### src/sv/assert_macros.svh
// ----------------------------------------------------------------------------
// assert_macros.svh
// Shared assertion macros: same-cycle and next-cycle implication checks
// ----------------------------------------------------------------------------
`ifndef ASSERT_MACROS_SVH
`define ASSERT_MACROS_SVH

// same-cycle implication, disabled during reset
`define ASSERT_IMPL(label, clk_sig, rst_sig, ante, cons) \
  label: assert property (@(posedge clk_sig) disable iff (rst_sig) (ante) |-> (cons)) \
    else $error("assertion failed");

// next-cycle implication, disabled during reset
`define ASSERT_NEXT(label, clk_sig, rst_sig, ante, cons) \
  label: assert property (@(posedge clk_sig) disable iff (rst_sig) (ante) |=> (cons)) \
    else $error("assertion failed");

`endif

### src/sv/fvpp_pkg.sv
// ----------------------------------------------------------------------------
// fvpp_pkg
// Types and constants of the framed value packet parser
// ----------------------------------------------------------------------------
`default_nettype none

package fvpp_pkg;

  // parse phase, one-hot
  typedef enum logic [5:0] {
    PH_START = 6'b000001,
    PH_ID    = 6'b000010,
    PH_LEN   = 6'b000100,
    PH_DATA  = 6'b001000,
    PH_CHECK = 6'b010000,
    PH_END   = 6'b100000
  } phase_t;

  // register indexes on the configuration port
  localparam logic [1:0] REG_START_BYTE = 2'd0;
  localparam logic [1:0] REG_END_BYTE   = 2'd1;
  localparam logic [1:0] REG_VALUE_ID   = 2'd2;

  // register reset values
  localparam logic [7:0] START_BYTE_RST = 8'hAA;
  localparam logic [7:0] END_BYTE_RST   = 8'h55;
  localparam logic [7:0] VALUE_ID_RST   = 8'h01;

  // required payload length of a value frame
  localparam logic [7:0] VALUE_LEN = 8'd2;

endpackage

`default_nettype wire

### src/sv/framed_value_packet_parser.sv
// ----------------------------------------------------------------------------
// framed_value_packet_parser
// Hunts start/id/length/payload/checksum/end frames in a byte stream and
// emits the 16-bit big-endian value of each good value frame
// ----------------------------------------------------------------------------
// Throughput: one byte per cycle; the parse state updates at the edge that
// takes the byte.
// The value is registered and shows on the output in the cycle after its end byte is taken.
// Only an end byte meeting a held, stalled value waits; all else flows.
// Reset (rst, synchronous): hunting for a start byte, no output, registers
// back to start 0xAA, end 0x55, value id 0x01.
`default_nettype none

`include "assert_macros.svh"

module framed_value_packet_parser (
  input  wire logic        clk,
  input  wire logic        rst,
  // byte input
  input  wire logic        in_valid,
  output logic             in_stall,
  input  wire logic [7:0]  rx_byte,
  // value output
  output logic             out_valid,
  input  wire logic        out_stall,
  output logic [15:0]      pot_value,
  // configuration port
  input  wire logic        psel,
  input  wire logic        penable,
  input  wire logic        pwrite,
  input  wire logic [3:0]  paddr,
  input  wire logic [31:0] pwdata,
  output logic [31:0]      prdata,
  output logic             pready
);

  import fvpp_pkg::*;

  // configuration registers
  logic [7:0] start_byte;
  logic [7:0] end_byte;
  logic [7:0] value_msg_id;

  // parse state
  phase_t      phase, phase_next;
  logic [7:0]  frame_id, frame_id_next;
  logic [7:0]  frame_length, frame_length_next;
  logic [7:0]  bytes_received, bytes_received_next;
  logic [7:0]  running_xor, running_xor_next;
  logic [15:0] value_bytes, value_bytes_next;
  logic [7:0]  received_check, received_check_next;

  logic       in_fire;
  logic       frame_good;
  logic [8:0] count_inc;
  logic       cfg_write;
  logic [1:0] cfg_index;

  // configuration write and read
  assign pready    = 1'b1;
  assign cfg_write = psel && penable && pwrite && pready;
  assign cfg_index = paddr[3:2];

  always_ff @(posedge clk) begin
    if (rst) begin
      start_byte   <= START_BYTE_RST;
      end_byte     <= END_BYTE_RST;
      value_msg_id <= VALUE_ID_RST;
    end else if (cfg_write) begin
      if (cfg_index == REG_START_BYTE) start_byte <= pwdata[7:0];
      if (cfg_index == REG_END_BYTE) end_byte <= pwdata[7:0];
      if (cfg_index == REG_VALUE_ID) value_msg_id <= pwdata[7:0];
    end
  end

  always_comb begin
    prdata = 32'd0;
    if (cfg_index == REG_START_BYTE) prdata = {24'd0, start_byte};
    else if (cfg_index == REG_END_BYTE) prdata = {24'd0, end_byte};
    else if (cfg_index == REG_VALUE_ID) prdata = {24'd0, value_msg_id};
  end

  // hold off only an end byte that could meet a stalled value
  assign in_stall = (phase == PH_END) && out_valid && out_stall;
  assign in_fire  = in_valid && !in_stall;

  assign count_inc = {1'b0, bytes_received} + 9'd1;

  // frame parser next state
  always_comb begin
    phase_next          = phase;
    frame_id_next       = frame_id;
    frame_length_next   = frame_length;
    bytes_received_next = bytes_received;
    running_xor_next    = running_xor;
    value_bytes_next    = value_bytes;
    received_check_next = received_check;
    frame_good          = 1'b0;
    unique case (phase)
      PH_START: begin
        if (rx_byte == start_byte) phase_next = PH_ID;
      end
      PH_ID: begin
        frame_id_next    = rx_byte;
        running_xor_next = rx_byte;
        phase_next       = PH_LEN;
      end
      PH_LEN: begin
        frame_length_next   = rx_byte;
        running_xor_next    = running_xor ^ rx_byte;
        bytes_received_next = 8'd0;
        value_bytes_next    = 16'd0;
        phase_next          = (rx_byte != 8'd0) ? PH_DATA : PH_CHECK;
      end
      PH_DATA: begin
        running_xor_next = running_xor ^ rx_byte;
        if (bytes_received == 8'd0) value_bytes_next = {rx_byte, 8'd0};
        else if (bytes_received == 8'd1) value_bytes_next = {value_bytes[15:8], rx_byte};
        bytes_received_next = count_inc[7:0];
        if (count_inc >= {1'b0, frame_length}) phase_next = PH_CHECK;
      end
      PH_CHECK: begin
        received_check_next = rx_byte;
        phase_next          = PH_END;
      end
      PH_END: begin
        frame_good = (rx_byte == end_byte) && (running_xor == received_check) &&
                     (frame_id == value_msg_id) && (frame_length == VALUE_LEN);
        phase_next = PH_START;
      end
      default: begin
        phase_next = PH_START;
      end
    endcase
  end

  // parse state registers
  always_ff @(posedge clk) begin
    if (rst) begin
      phase          <= PH_START;
      frame_id       <= 8'd0;
      frame_length   <= 8'd0;
      bytes_received <= 8'd0;
      running_xor    <= 8'd0;
      value_bytes    <= 16'd0;
      received_check <= 8'd0;
    end else if (in_fire) begin
      phase          <= phase_next;
      frame_id       <= frame_id_next;
      frame_length   <= frame_length_next;
      bytes_received <= bytes_received_next;
      running_xor    <= running_xor_next;
      value_bytes    <= value_bytes_next;
      received_check <= received_check_next;
    end
  end

  // output register
  always_ff @(posedge clk) begin
    if (rst) begin
      out_valid <= 1'b0;
    end else if (in_fire && frame_good) begin
      out_valid <= 1'b1;
    end else if (!out_stall) begin
      out_valid <= 1'b0;
    end
  end

  always_ff @(posedge clk) begin
    if (in_fire && frame_good) begin
      pot_value <= value_bytes;
    end
  end

  // checks
  `ASSERT_IMPL(a_no_overwrite, clk, rst, in_fire && phase == PH_END,
               !(out_valid && out_stall))
  `ASSERT_NEXT(a_no_spurious, clk, rst,
               in_fire && phase != PH_END && !(out_valid && out_stall), !out_valid)
  `ASSERT_NEXT(a_data_count, clk, rst, in_fire && phase == PH_DATA,
               bytes_received == $past(bytes_received) + 8'd1)
  `ASSERT_NEXT(a_zero_len, clk, rst, in_fire && phase == PH_LEN && rx_byte == 8'd0,
               phase == PH_CHECK)

endmodule

`default_nettype wire

### config.mk
export PLATFORM = sky130hd
export DESIGN_NAME = framed_value_packet_parser
export DESIGN_NICKNAME = d
export VERILOG_FILES = /design/src/sv/fvpp_pkg.sv /design/src/sv/framed_value_packet_parser.sv
export VERILOG_INCLUDE_DIRS = /design/src /design/src/sv
export SDC_FILE = /design/constraint.sdc
export NUM_CORES = 1
export LEC_CHECK = 0
export ABC_AREA = 1
export ABC_CLOCK_PERIOD_IN_PS = 2400
export BUFFER_PORTS_ARGS = -buffer_cell sky130_fd_sc_hd__clkbuf_2
export CORE_ASPECT_RATIO = 1.2
export CORE_MARGIN = 5
export CORE_UTILIZATION = 45
export DETAILED_ROUTE_END_ITERATION = 8
export GPL_ROUTABILITY_DRIVEN = 0
export GPL_TIMING_DRIVEN = 0
export PLACE_DENSITY_LB_ADDON = 0.12
export SLEW_MARGIN = 20
export SYNTH_ARGS = -nofsm -noshare
export SYNTH_HDL_FRONTEND = slang
export SYNTH_SLANG_ARGS = --single-unit
### constraint.sdc
create_clock -name clk -period 2.4 [get_ports clk]
set_input_delay 0.24 -clock clk [delete_from_list [all_inputs] [get_ports clk]]
set_output_delay 0.24 -clock clk [all_outputs]
set_load 0.02 [all_outputs]
==> results.toml <==
[yosys]
synth.ff_latch_count = 103
synth.avg_cell_area_sq_um = 7.52
yosysWarnings = 0
yosysSeqAreaShare_pct = 42.4
synth_most_common_cell = "nand2_1"
synthFlopType = "dfxtp_1"
synth_top_cell_by_area = "dfxtp_1"
synth_cells = 697
async_flop_share_pct = 0
yosys-top-cells-count = "nand2_1 (151), nor2_1 (92), dfxtp_1 (87)"
synth-edff-count = 16
yosys-top-cells-area = "dfxtp_1 (33%), nand2_1 (11%), edfxtp_1 (9.2%), nor2_1 (6.6%), a21oi_1 (5.6%)"
ys_types = 37
synth_top_area_share_pct = 33.2
syn-cell-area_sq_um = 5240

[flow_run]
maxCapViolCount = 0

[critical_path]
cp_slowest_cell = "dfxtp_4"
crit_fanout = 10
crit_start = "bytes_received[0]$_SDFFE_PP0P_"
crit_path_start_kind = "register"
reg2reg_setup_slack_ns = 0.19
worstReg2RegStart = "bytes_received[0]$_SDFFE_PP0P_"
crit_arrival_ns = 2.49
crit_path_end_kind = "register"
cp_common_cell = "nand2_1"
max_stage_delay_ns = 0.39
path_class = "reg -> reg"
worst-r2r-cell-count = 15
path_cells = "ha_4, nand3_2, nor3_4, xor2_2, ha_1, nand2_1, inv_1, nand2_1, nand2_1, nand2_1, nand2_2, buf_6, nand3_1, nand2_1, nor2_1"
crit_required_ns = 2.68

[floorplanning]
die_area_sq_um = 13900
die_w_microns = 109
placementRows = 43
core_sq_um = 11500
fp.dieH_microns = 128
io_pins = 102
initial_core_util_pct = 45.5

[grt]
overflow = 0
grt_pass1_wl_mm = 21.9
grt_antenna_before_repair = 0
grt_max_degree = 17
grt_pass1_vias = 4440
grt_usage_pct = 20.0

[clock_tree]
numCtsBuffers = 9
clk_pin_slew_ns = 0.07
cts_buffer_depth = 2
cts_root_buf = "clkbuf_16"
insertion_delay_ns = 0.34
holdBufCountCts = 0
cts_tree = "done"
cts_sinks = 103
h-tree-depth = 3

[power]
vdd_drop_max_v = 0.000305
p_leak_nw = 2.66
cellPowerDensity_nw_per_um2 = 693
p_total_mw = 4.21

[timing]
worst_pin_slew_ns = 0.706
fmax_mhz = 453
period_minus_slack_ns = 2.21
fin_crit_sh_pct = 92.1
max_slew_margin_pct = 53.0
setup_ws_ns = 0.190
final.setup_skew_ns = 0.00572
slew_violations = 0
rsz0062_at_grt = "no"
finalSetupViolCount = 0
finalHoldViolations = 0

[hold_path]
hold_start = "pwdata[1]"
worstHoldPathCells = 3
holdCritPathClass = "in -> reg"

[finish]
drive_above_1_share_pct = 16.8
insertedDiodeCount = 0
reg_top3 = "pot_value x16, value_bytes x16"
syn_to_final_growth_pct = 15.9
fin_util_pct = 52.8
nNetsFinal = 837
final_area_sq_um = 6070
nFillCells = 1177

[route]
detail-route-antenna-nets = 0
routed_wl_mm = 13.4
drc = 0
drtPass1Iterations = 4
first_iter_violations = 229
via_per_inst = 4.89
via_count = 4581
routedWlPerCell_microns = 14.3

[placed_design]
post-place-ws_ns = -0.0680
io_buffers = 42
dpl.hpwl_mm = 10.2
placed_area_sq_um = 5730

[run_status]
status = "completed"
per-layer routing:
metal	GRT usage [%]	share of wire (%)
met1	24.8	44
met5	0	0
met2	33.0	47
met3	3.27	5.3
met4	10.8	4.3
timing repair:
action,4_1_cts,5_1_grt
setup endpoints to repair,6,6
cloned,0,0
pin swaps,0,4
resized for setup,1,10
setup buffers,0,2
through the flow:
stage	std cells	setup TNS, ns	hold slack (ns)
floorplan	720	0	0.366
global placement	919	-0.0456	0.418
detailed placement	919	-0.200	0.419
CTS	935	0	0.144
global route	937	0	0.150
finish	937	0	0.153
worst max-delay path, delay by kind of cell, from the launching register on:
kind | cells | cell delay, ns
adder cells (fa/ha/maj) | 2 | 0.42
XOR/XNOR | 1 | 0.18
buffers and inverters | 2 | 0.20
AND/OR/NAND/NOR | 10 | 0.96
flip-flops | 1 | 0.39
power breakdown:
group / switching, mW / total (mW) / internal [mW]
Sequential: 0.0922 / 1.94 / 1.85
Combinational: 0.552 / 0.866 / 0.313
Clock: 0.637 / 1.40 / 0.765
Total: 1.28 / 4.21 / 2.93
cell usage in the layout, fill, tap and decap left out, types with 11 or more instances in the layout:
cell,n
edfxtp_1,16
inv_1,62
clkbuf_1,13
o211ai_1,11
o21ai_0,42
xnor2_1,21
a21oi_1,58
buf_4,28
nand3_1,35
xor2_1,14
nand2_1,150
dfxtp_1,85
conb_1,25
clkbuf_2,42
nor2_1,92
path summary, 6_finish.rpt:
check,end
worst min-delay path,start_byte[1]$_SDFFE_PP1P_
worst min register to register,pot_value[0]$_DFFE_PP_
worst max register to register,phase[2]$_SDFFE_PP0P_
worst max-delay path,phase[2]$_SDFFE_PP0P_
area by class of cell:
cell class                      instances  area, sq um  area share, %
Multi-Input combinational cell        499         2560           42.2
Sequential cell                       103         2230           36.7
Buffer                                 49          317           5.21
Inverter                               69          268           4.41
Clock buffer                           13          262           4.30
Timing Repair Buffer                   44          225           3.71
Tap cell                              157          196           3.23
Clock inverter                          3         17.5          0.288
kinds of logic (layout without fill, tap and decap cells):
| family | Yosys count | in the layout | synth area share, % |
|---|---|---|---|
| AOI/OAI and AO/OA | 119 | 119 | 12.3 |
| adders and majority gates | 11 | 11 | 2.63 |
| DFF | 103 | 103 | 42.4 |
| xor gates and xnor gates | 36 | 36 | 6.02 |
| and+or+nand+nor | 308 | 308 | 25.4 |
| other | 2 | 25 | 0.143 |
| buffers and inverters | 118 | 178 | 11.1 |
No activity file was read; power rests on OpenSTA's default activity.
